==> src/sv/tvw_pkg.sv <==
// Package for the teleoperation velocity watchdog: payload structs,
// command and action codes, configuration register map and limits.
// No dependencies; every other file refers to it by scoped names.
package tvw_pkg;

    localparam int CFG_DATA_W = 16;
    localparam int CFG_IDX_W  = 2;

    // Configuration register indexes
    localparam logic [CFG_IDX_W-1:0] REG_MAX_LINEAR     = 2'd0;
    localparam logic [CFG_IDX_W-1:0] REG_MAX_ANGULAR    = 2'd1;
    localparam logic [CFG_IDX_W-1:0] REG_REVERSE_EN     = 2'd2;
    localparam logic [CFG_IDX_W-1:0] REG_WATCHDOG_TICKS = 2'd3;

    // Configuration reset values
    localparam logic [14:0] MAX_LINEAR_RST     = 15'd256;
    localparam logic [14:0] MAX_ANGULAR_RST    = 15'd256;
    localparam logic        REVERSE_EN_RST     = 1'b0;
    localparam logic [15:0] WATCHDOG_TICKS_RST = 16'd500;

    // Event codes
    localparam logic [2:0] CMD_SESSION_START = 3'd0;
    localparam logic [2:0] CMD_SESSION_STOP  = 3'd1;
    localparam logic [2:0] CMD_VELOCITY      = 3'd2;
    localparam logic [2:0] CMD_CLEAR         = 3'd3;
    localparam logic [2:0] CMD_TICK          = 3'd4;

    // Tick decision codes
    localparam logic [1:0] ACT_NONE         = 2'd0;
    localparam logic [1:0] ACT_PUBLISH_VEL  = 2'd1;
    localparam logic [1:0] ACT_PUBLISH_ZERO = 2'd2;

    // Saturating tick timer
    localparam int          TIMER_W   = 17;
    localparam logic [16:0] TIMER_MAX = 17'h1_FFFF;

    typedef struct packed {
        logic [2:0]         cmd;
        logic signed [15:0] linear_in;
        logic signed [15:0] angular_in;
    } in_item_t;

    typedef struct packed {
        logic [1:0]         action;
        logic signed [15:0] linear_out;
        logic signed [15:0] angular_out;
        logic               session_ended;
        logic               session_open;
        logic               is_idle;
    } out_item_t;

    typedef struct packed {
        logic [14:0] max_linear;
        logic [14:0] max_angular;
        logic        reverse_en;
        logic [15:0] watchdog_ticks;
    } cfg_t;

endpackage

==> src/sv/tvw_cfg_regs.sv <==
// Configuration register file of the velocity watchdog.
// Depends on tvw_pkg for the register map, reset values and cfg_t.
module tvw_cfg_regs
(
    input  logic                             clk,
    input  logic                             rst_n,
    input  logic                             cfg_wr_en,
    input  logic [tvw_pkg::CFG_IDX_W-1:0]    cfg_index,
    input  logic [tvw_pkg::CFG_DATA_W-1:0]   cfg_data,
    output tvw_pkg::cfg_t                    cfg
);

    tvw_pkg::cfg_t cfg_reg;
    tvw_pkg::cfg_t cfg_next;

    always_comb
    begin
        cfg_next = cfg_reg;
        if (cfg_wr_en)
        begin
            unique case (cfg_index)
                tvw_pkg::REG_MAX_LINEAR:     cfg_next.max_linear     = cfg_data[14:0];
                tvw_pkg::REG_MAX_ANGULAR:    cfg_next.max_angular    = cfg_data[14:0];
                tvw_pkg::REG_REVERSE_EN:     cfg_next.reverse_en     = cfg_data[0];
                tvw_pkg::REG_WATCHDOG_TICKS: cfg_next.watchdog_ticks = cfg_data;
                default:                     cfg_next = cfg_reg;
            endcase
        end
    end

    always_ff @(posedge clk or negedge rst_n)
    begin
        if (!rst_n)
        begin
            cfg_reg.max_linear     <= tvw_pkg::MAX_LINEAR_RST;
            cfg_reg.max_angular    <= tvw_pkg::MAX_ANGULAR_RST;
            cfg_reg.reverse_en     <= tvw_pkg::REVERSE_EN_RST;
            cfg_reg.watchdog_ticks <= tvw_pkg::WATCHDOG_TICKS_RST;
        end
        else
        begin
            cfg_reg <= cfg_next;
        end
    end

    assign cfg = cfg_reg;

endmodule

==> src/sv/tvw_core.sv <==
// Watchdog state and single-pass event logic: session count, held velocity,
// tick timer and flags. Depends on tvw_pkg for codes, limits and structs.
module tvw_core #(
    parameter int MAX_SESSIONS = 255
)
(
    input  logic               clk,
    input  logic               rst_n,
    input  logic               fire,
    input  tvw_pkg::in_item_t  item,
    input  tvw_pkg::cfg_t      cfg,
    output tvw_pkg::out_item_t result
);

    // Session counter is 8 bits, so the cap never exceeds 255
    localparam int          SESSION_CAP_INT = (MAX_SESSIONS < 255) ? MAX_SESSIONS : 255;
    localparam logic [7:0]  SESSION_CAP     = 8'(SESSION_CAP_INT);

    logic [7:0]                     open_sessions_reg, open_sessions_next;
    logic signed [15:0]             held_linear_reg, held_linear_next;
    logic signed [15:0]             held_angular_reg, held_angular_next;
    logic [tvw_pkg::TIMER_W-1:0]    timer_reg, timer_next;
    logic                           live_reg, live_next;
    logic                           zero_sent_reg, zero_sent_next;
    logic [1:0]                     action;
    logic                           ended;
    logic [7:0]                     sessions_dec;

    logic signed [16:0] lin_ext, ang_ext;
    logic signed [16:0] lin_hi, lin_lo, ang_hi, ang_lo;
    logic signed [16:0] lin_clamp, ang_clamp;

    // Clamp both axes against the configured limits
    always_comb
    begin
        lin_ext = {item.linear_in[15], item.linear_in};
        ang_ext = {item.angular_in[15], item.angular_in};
        lin_hi  = {2'b00, cfg.max_linear};
        lin_lo  = cfg.reverse_en ? -lin_hi : 17'sd0;
        ang_hi  = {2'b00, cfg.max_angular};
        ang_lo  = -ang_hi;
        if (lin_ext < lin_lo)
            lin_clamp = lin_lo;
        else if (lin_ext > lin_hi)
            lin_clamp = lin_hi;
        else
            lin_clamp = lin_ext;
        if (ang_ext < ang_lo)
            ang_clamp = ang_lo;
        else if (ang_ext > ang_hi)
            ang_clamp = ang_hi;
        else
            ang_clamp = ang_ext;
    end

    assign sessions_dec = (open_sessions_reg != 8'd0) ? open_sessions_reg - 8'd1 : 8'd0;

    always_comb
    begin
        open_sessions_next = open_sessions_reg;
        held_linear_next   = held_linear_reg;
        held_angular_next  = held_angular_reg;
        timer_next         = timer_reg;
        live_next          = live_reg;
        zero_sent_next     = zero_sent_reg;
        action             = tvw_pkg::ACT_NONE;
        ended              = 1'b0;
        unique case (item.cmd)
            tvw_pkg::CMD_SESSION_START:
            begin
                if (open_sessions_reg < SESSION_CAP)
                    open_sessions_next = open_sessions_reg + 8'd1;
            end
            tvw_pkg::CMD_SESSION_STOP:
            begin
                open_sessions_next = sessions_dec;
                if (sessions_dec == 8'd0)
                begin
                    held_linear_next  = '0;
                    held_angular_next = '0;
                    live_next         = 1'b0;
                    zero_sent_next    = 1'b1;
                    ended             = 1'b1;
                end
            end
            tvw_pkg::CMD_VELOCITY:
            begin
                held_linear_next  = lin_clamp[15:0];
                held_angular_next = ang_clamp[15:0];
                timer_next        = '0;
                live_next         = 1'b1;
                zero_sent_next    = 1'b0;
            end
            tvw_pkg::CMD_CLEAR:
            begin
                held_linear_next  = '0;
                held_angular_next = '0;
                live_next         = 1'b0;
                zero_sent_next    = 1'b1;
            end
            tvw_pkg::CMD_TICK:
            begin
                // Advance the timer first, then judge freshness on the new count
                if (timer_reg != tvw_pkg::TIMER_MAX)
                    timer_next = timer_reg + 17'd1;
                if (open_sessions_reg != 8'd0)
                begin
                    if (live_reg && (timer_next <= {1'b0, cfg.watchdog_ticks}))
                    begin
                        action = tvw_pkg::ACT_PUBLISH_VEL;
                    end
                    else if (!zero_sent_reg)
                    begin
                        held_linear_next  = '0;
                        held_angular_next = '0;
                        live_next         = 1'b0;
                        zero_sent_next    = 1'b1;
                        action            = tvw_pkg::ACT_PUBLISH_ZERO;
                    end
                end
            end
            default:
            begin
                action = tvw_pkg::ACT_NONE;
            end
        endcase
    end

    always_ff @(posedge clk or negedge rst_n)
    begin
        if (!rst_n)
        begin
            open_sessions_reg <= '0;
            held_linear_reg   <= '0;
            held_angular_reg  <= '0;
            timer_reg         <= '0;
            live_reg          <= 1'b0;
            zero_sent_reg     <= 1'b1;
        end
        else if (fire)
        begin
            open_sessions_reg <= open_sessions_next;
            held_linear_reg   <= held_linear_next;
            held_angular_reg  <= held_angular_next;
            timer_reg         <= timer_next;
            live_reg          <= live_next;
            zero_sent_reg     <= zero_sent_next;
        end
    end

    always_comb
    begin
        result.action         = action;
        result.linear_out     = held_linear_next;
        result.angular_out    = held_angular_next;
        result.session_ended  = ended;
        result.session_open   = (open_sessions_next != 8'd0);
        result.is_idle        = (open_sessions_next == 8'd0) && !live_next;
    end

endmodule

==> src/sv/teleop_velocity_watchdog.sv <==
// Top level of the teleoperation velocity watchdog: input register, result
// register and handshake. Depends on tvw_pkg, tvw_cfg_regs and tvw_core.
//
// Usage:
//   Command channel (cmd_valid, cmd_stall, cmd_data) carries one event per
//   transfer: session start, session stop, velocity command, clear or tick.
//   Result channel (res_valid, res_stall, res_data) returns exactly one
//   result per event, in event order.
//   Configuration port (cfg_wr_en, cfg_index, cfg_data) writes one register
//   per cycle; write only while no event is in flight.
// Timing:
//   An event transfers into the input register and is evaluated from there
//   into the result register once that register is free, which raises
//   res_valid. One event per cycle is sustained while res_stall stays low.
// Reset:
//   rst_n clears both pipeline valids, zeroes the session count, held
//   velocity and timer, marks zero as already sent, and loads the
//   configuration reset values.
// Stall:
//   While res_stall holds a result, the result register keeps it and one more
//   event may still transfer into the input register; further events are
//   stalled until the result transfers.
module teleop_velocity_watchdog #(
    parameter int MAX_SESSIONS = 255
)
(
    input  logic                           clk,
    input  logic                           rst_n,
    input  logic                           cmd_valid,
    output logic                           cmd_stall,
    input  tvw_pkg::in_item_t              cmd_data,
    output logic                           res_valid,
    input  logic                           res_stall,
    output tvw_pkg::out_item_t             res_data,
    input  logic                           cfg_wr_en,
    input  logic [tvw_pkg::CFG_IDX_W-1:0]  cfg_index,
    input  logic [tvw_pkg::CFG_DATA_W-1:0] cfg_data
);

    tvw_pkg::cfg_t      cfg;
    tvw_pkg::out_item_t core_result;

    logic               s1_valid_reg;
    tvw_pkg::in_item_t  s1_item_reg;
    logic               res_valid_reg;
    tvw_pkg::out_item_t res_item_reg;

    logic res_free;
    logic fire;

    // Result register can take a new value when empty or draining
    assign res_free  = !res_valid_reg || !res_stall;
    // Evaluate the held event when its result has somewhere to go
    assign fire      = s1_valid_reg && res_free;
    assign cmd_stall = s1_valid_reg && !res_free;

    tvw_cfg_regs u_cfg_regs
    (
        .clk       (clk),
        .rst_n     (rst_n),
        .cfg_wr_en (cfg_wr_en),
        .cfg_index (cfg_index),
        .cfg_data  (cfg_data),
        .cfg       (cfg)
    );

    tvw_core #(
        .MAX_SESSIONS (MAX_SESSIONS)
    ) u_core
    (
        .clk    (clk),
        .rst_n  (rst_n),
        .fire   (fire),
        .item   (s1_item_reg),
        .cfg    (cfg),
        .result (core_result)
    );

    // Input register: load on every cycle the channel is not stalled
    always_ff @(posedge clk or negedge rst_n)
    begin
        if (!rst_n)
        begin
            s1_valid_reg <= 1'b0;
        end
        else if (!cmd_stall)
        begin
            s1_valid_reg <= cmd_valid;
        end
    end

    always_ff @(posedge clk)
    begin
        if (!cmd_stall && cmd_valid)
        begin
            s1_item_reg <= cmd_data;
        end
    end

    // Result register: hold while stalled, advance otherwise
    always_ff @(posedge clk or negedge rst_n)
    begin
        if (!rst_n)
        begin
            res_valid_reg <= 1'b0;
        end
        else if (res_free)
        begin
            res_valid_reg <= fire;
        end
    end

    always_ff @(posedge clk)
    begin
        if (fire)
        begin
            res_item_reg <= core_result;
        end
    end

    assign res_valid = res_valid_reg;
    assign res_data  = res_item_reg;

endmodule

==> config.mk <==
export PLATFORM = sky130hd
export DESIGN_NAME = teleop_velocity_watchdog
export DESIGN_NICKNAME = d
export VERILOG_FILES = /design/src/sv/tvw_pkg.sv /design/src/sv/tvw_cfg_regs.sv /design/src/sv/tvw_core.sv /design/src/sv/teleop_velocity_watchdog.sv
export SDC_FILE = /design/constraint.sdc
export NUM_CORES = 1
export LEC_CHECK = 0
export BUFFER_PORTS_ARGS = -buffer_cell sky130_fd_sc_hd__buf_4
export CAP_MARGIN = 15
export CORE_ASPECT_RATIO = 0.6
export CORE_MARGIN = 10
export CORE_UTILIZATION = 55
export CTS_BUF_LIST = sky130_fd_sc_hd__clkbuf_8
export CTS_CLUSTER_SIZE = 8
export DETAILED_ROUTE_END_ITERATION = 8
export GPL_TIMING_DRIVEN = 0
export PLACE_DENSITY = 0.8
export SLEW_MARGIN = 20
export SYNTH_ARGS = -nofsm -noshare
export SYNTH_HDL_FRONTEND = slang
export SYNTH_HIERARCHICAL = 1
export SYNTH_SLANG_ARGS = --single-unit
==> constraint.sdc <==
create_clock -name clk -period 6.85 [get_ports clk]
set_input_delay 0.685 -clock clk [delete_from_list [all_inputs] [get_ports clk]]
set_output_delay 0.685 -clock clk [all_outputs]
set_load 0.005 [all_outputs]
======== Word-level counts from Yosys, hierarchy flattened ========
Index checks and enable logic that the tools add are counted.
storage, ports and cells
  output and inout bits ................... 39
  register bits after elaboration ......... 180
cells by class
  bitwise operators ....................... 2
  reductions and logical operators ........ 27
  order comparisons ....................... 6
  muxes and demuxes ....................... 33
  equality and inequality tests ........... 11
  $add $sub $neg .......................... 5
operators with widths
  kind                   count
  $mux 16                12
  $pmux 16 s4            2
  $mux 17                3
  $lt 16x17->1           2
  $neg 15->17            2
  $pmux 17 s2            1
  $gt 16x16->1           2
  $add 17x1->17 const B  1
  $le 17x16->1           1
  $ne 17x17->1 const B   1
  $logic_not 8->1        2
  $mux 8                 2
  $pmux 8 s2             1
  $reduce_bool 8->1      2
  $reduce_and 2->1       6
  $mux 1                 9
  $add 8x1->8 const B    1
  $lt 8x8->1 const B     1
  $pmux 1 s4             2
  $sub 8x1->8 const B    1
  $eq 3x2->1 const B     2
  $logic_and 1x1->1      5
  $logic_not 1->1        5
  $reduce_and 5->1       1
  other kinds (14)       17

======== Depth between registers and ports, before layout ========
  depth after elaboration ................. 10
  depth in mapped cells ................... 18
  mapped depth without buffers ............ 15

======== By module ========
The synthesis kept the hierarchy.
modules (own cells, without submodules)
  module                    instances  area an instance (um^2)  cells each
  tvw_core                  1          7009.2                   847
  teleop_velocity_watchdog  1          2254.7                   80
  tvw_cfg_regs              1          1796.7                   101

======== Worst setup path before layout ========
No wires, ideal clock.
  path type ............................... input to register
  from .................................... in res_stall
  to ...................................... reg u_core.held_angular_reg[11]
  buffers on the path ..................... 1
  arrival ................................. 5056 ps
  setup slack ............................. 1717 ps
  stages on the path ...................... 6
  library setup time ...................... 78 ps
  cell sequence ........................... a21boi_0 -> inv_1 -> nor2_1 -> clkbuf_1 -> o221ai_1 -> o2bb2ai_1
between the ends
  cells in the longest elaborated chain, start to end .. 3
ends and longest elaborated chain
  element                 line                            RTL
  start: declaration      teleop_velocity_watchdog.sv:33  input logic res_stall,
  $logic_not 1->1         teleop_velocity_watchdog.sv:52  assign res_free = !res_valid_reg || !res_stall;
  $logic_or 1x1->1        teleop_velocity_watchdog.sv:52
  $logic_and 1x1->1       teleop_velocity_watchdog.sv:54  assign fire = s1_valid_reg && res_free;
  end signal: assignment  tvw_core.sv:144                 held_angular_reg <= held_angular_next;
  end: declaration        tvw_core.sv:21                  logic signed [15:0] held_angular_reg, held_angular_next;
Every way passes these cells.
A chain may end at the register's enable or synchronous reset.

======== Final worst setup path ========
  from .................................... reg u_core/timer_reg[10] in the netlist's numbering
  to ...................................... reg u_core.held_linear_reg[5]
between the ends
  cells in the longest elaborated chain, start to end .. 8
ends and longest elaborated chain
  element                                               line                              RTL
  start: declaration                                    tvw_core.sv:22                    logic [tvw_pkg::TIMER_W-1:0] timer_reg, timer_next;
  start signal: assignment                              tvw_core.sv:145                   timer_reg <= timer_next;
  $add 17x1->17 / $ne 17x17->1 (equally long branches)  tvw_core.sv:105, tvw_core.sv:104
  $mux 17 *                                             tvw_core.sv:104                   if (timer_reg != tvw_pkg::TIMER_MAX)
  $mux 17 *                                             tvw_core.sv:68                    unique case (item.cmd)
  $le 17x16->1 *                                        tvw_core.sv:108                   if (live_reg && (timer_next <= {1'b0, cfg.watchdog_ticks}))
  $logic_and 1x1->1 *                                   tvw_core.sv:108
  $mux 16 *                                             tvw_core.sv:108
  $mux 16 *                                             tvw_core.sv:106                   if (open_sessions_reg != 8'd0)
  $pmux 16 s4 *                                         tvw_core.sv:68
  end signal: assignment                                tvw_core.sv:143                   held_linear_reg <= held_linear_next;
  end: declaration                                      tvw_core.sv:20                    logic signed [15:0] held_linear_reg, held_linear_next;
Every way passes the cells marked *; elsewhere a longest branch is shown, timed or not. The select of a mux whose other input is x is not followed.

==> metrics.csv <==
metric,value,unit
Via Count,8970,
worst vdd ir,145,uV
RSZ-0062 raised after global routing,false,
YS warnings,6,
status,completed,
Mapped Nets,1170,
Netlist cell types,83,
routed vias/inst,6.27,
Final ANT Viol Nets,0,
Max-Slew Margin vs Limit,34.1,%
number of DRC markers in iteration 0,1102,
Final Cell Area,0.0126,mm2
clk_skew,13.9,ps
Layout area overhead,13.6,%
Seq cells post-synth,180,
post-route clock period utilization,76.7,%
Post-Place Worst Slack,1790,ps
site row count,40,
number of global-route vias before repair,8737,
slowest CP cell,nor3_1,
"Slew Viols, Final",0,
Die Wd,203,um
top_reg_cell synth,dfrtp_1,
Initial Util,55.7,%
die area,0.0264,mm2
worst-skew pair later-pin latency,480,ps
io pins,97,
MaxCap Viol Count,0,
asr flop ratio synth,60.0,%
Port Buffer Count,96,
H-tree depth,4,
largest net degree at the start of global routing,109,
CP max stage delay,690,ps
final worst slack,1600,ps
GRT Util Overall,23.4,%
CP Max Fanout,10,
Final HPWL DP,23500,um
critical path capture point type,flip-flop,
postcts setup bufs,0,
critical setup path kind,flip-flop to flip-flop,
clock root buffer,clkbuf_8,
Final TNS setup,0,ps
Fillers,1604,
CORE AREA,0.0199,mm2
Min-Delay Path Class,input pin to async pin,
Final Setup Violations,0,
GRT overflow,0,
CTS max path bufs,2,
"Critical Path, Cell by Cell","clkbuf_1, nand4_1, nor4_1, nand4b_1, nor3_1, nand3_1, xnor2_1, ha_1, nand4_1, nor4_1, inv_1, o21ai_1, a2bb2oi_1, o221ai_2, clkbuf_1, a22o_1",
CTS sink count,180,
number of enable flip-flop cells after synthesis,72,
CTS tree,yes,
Post-layout nets,1287,
number of flip-flops in the largest register,47,
number of diodes,0,
pwr dens,262,mW/mm2
worst path required time,7230,ps
CTS Hold Buffers Added,0,
crit path DAT,5630,ps
placed cell area,0.0122,mm2
Worst Setup Start Kind,flip-flop,
sequential share of the synthesized area,44.1,%
DR pass1 iterations,6,
"most common cell after layout, fill and taps aside",dfrtp_1,
Synth Instances,1028,
Die Height,130,um
drt drc,0,
first-pass GRT wire length,48300,um
highest clock rate,0.190,GHz
gpl congestion,0.993,
layout cells sized above 1,20.9,%
final core utilization,63.2,%
initial antenna violation count,0,
CTS Buf Count,17,
mapped cell area,0.0111,mm2
Worst-Margin Slew,988,ps
Mapped Avg Cell Area,10.8,um2
CTS resizes,0,
endpoints failing hold,0,
worst hold margin,330,ps
leakage power,5.46,nW
DR WL/cell,21.5,um
clk slew on worst S/H paths,100,ps
routed wire length,30700,um
Final Critical Period,5250,ps
"commonest cells after routing, fill and taps aside","dfrtp_1 (99), buf_4 (98), ha_1 (84)",
==> through the flow <==
step / power, mW / instances
3_3_place_gp: 2.52 / 1397
3_5_place_dp: 2.57 / 1399
6_report: 3.29 / 1431
4_1_cts: 3.27 / 1431
2_1_floorplan: 2.18 / 1028
5_1_grt: 3.47 / 1431
==> layer usage <==
layer,wire (um),global-route usage (%),share of wire (%),vias up
met5,0,0,0,-
met4,326,4.85,1.1,0
met3,3510,7.33,11,29
met2,12400,32.6,40,419
met1,14500,34.6,47,4367
li1,-,-,-,4155
==> cells by family (layout without fill, tap and decap cells) <==
| family | after synthesis | after routing | share of synthesized area (%) |
|---|---|---|---|
| fa+ha+maj | 84 | 84 | 9.50 |
| compound gates | 271 | 271 | 17.7 |
| buf+inv | 118 | 248 | 4.46 |
| mux | 91 | 91 | 8.82 |
| xor+xnor | 37 | 37 | 3.00 |
| flops | 180 | 180 | 44.1 |
| simple gates | 247 | 247 | 12.4 |
==> area by class of cell <==
class	instances	area [um2]	share of cell area (%)
multi-input combinational	730	5700	45.4
sequential	180	4880	38.8
timing repair buffer	98	772	6.15
tap	273	342	2.72
inverter	69	259	2.06
clock buffer	17	234	1.86
buffer	49	234	1.86
clock inverter	15	141	1.13
==> synth_stat cells (all sizes together) (10+ instances only) <==
| library cell | instances | share of area (%) |
|---|---|---|
| nor4 | 10 | 0.57 |
| mux2i | 39 | 3.5 |
| inv | 69 | 2.3 |
| and3 | 10 | 0.57 |
| o21ai | 49 | 2.2 |
| nand4 | 18 | 1.0 |
| dfrtp | 99 | 22 |
| xnor2 | 29 | 2.4 |
| nor2 | 39 | 1.3 |
| a22o | 39 | 3.1 |
| ha | 84 | 9.5 |
| nand2 | 55 | 1.9 |
| buf | 19 | 1.1 |
| nand3 | 32 | 1.5 |
| clkbuf | 30 | 1.0 |
| o221ai | 11 | 0.93 |
| o211ai | 16 | 1.1 |
| nor3 | 17 | 0.91 |
| o31ai | 11 | 0.79 |
| a21oi | 48 | 2.2 |
| or3 | 12 | 0.77 |
| o2bb2ai | 15 | 1.2 |
| mux2 | 52 | 5.3 |
| edfxtp | 72 | 20 |
| a21o | 16 | 1.1 |
==> power breakdown <==
part	switching [mW]	internal, mW
combinational	0.638	0.476
sequential	0.163	1.31
clock	0.435	0.266
==> final timing paths <==
| check | startpoint | endpoint | slack, ps | cells after the start |
|---|---|---|---|---|
| max | u_core/timer_reg[10] | u_core/held_linear_reg[5] | 1600 | 16 |
| min | rst_n | u_core/timer_reg[5] | 330 | 1 |
| max reg2reg | u_core/timer_reg[10] | u_core/held_linear_reg[5] | 1600 | 16 |
| min reg2reg | u_core/held_angular_reg[7] | u_core/held_angular_reg[7] | 500 | 1 |
| max in group asynchronous | rst_n | u_core/held_angular_reg[14] | 5850 | 1 |
| min in group clk | cmd_data[21] | s1_item_reg[21] | 370 | 1 |
==> critical path, delay by kind of cell (launching register included) <==
family                     cells  cell delay [ps]
DFF                            1              380
and+or+nand+nor                7             2260
xor gates and xnor gates       1              180
buffers and inverters          3              630
adders and majority gates      1              340
AOI/OAI and AO/OA              4             1340
Note: power is estimated with default switching activity, not from simulation.
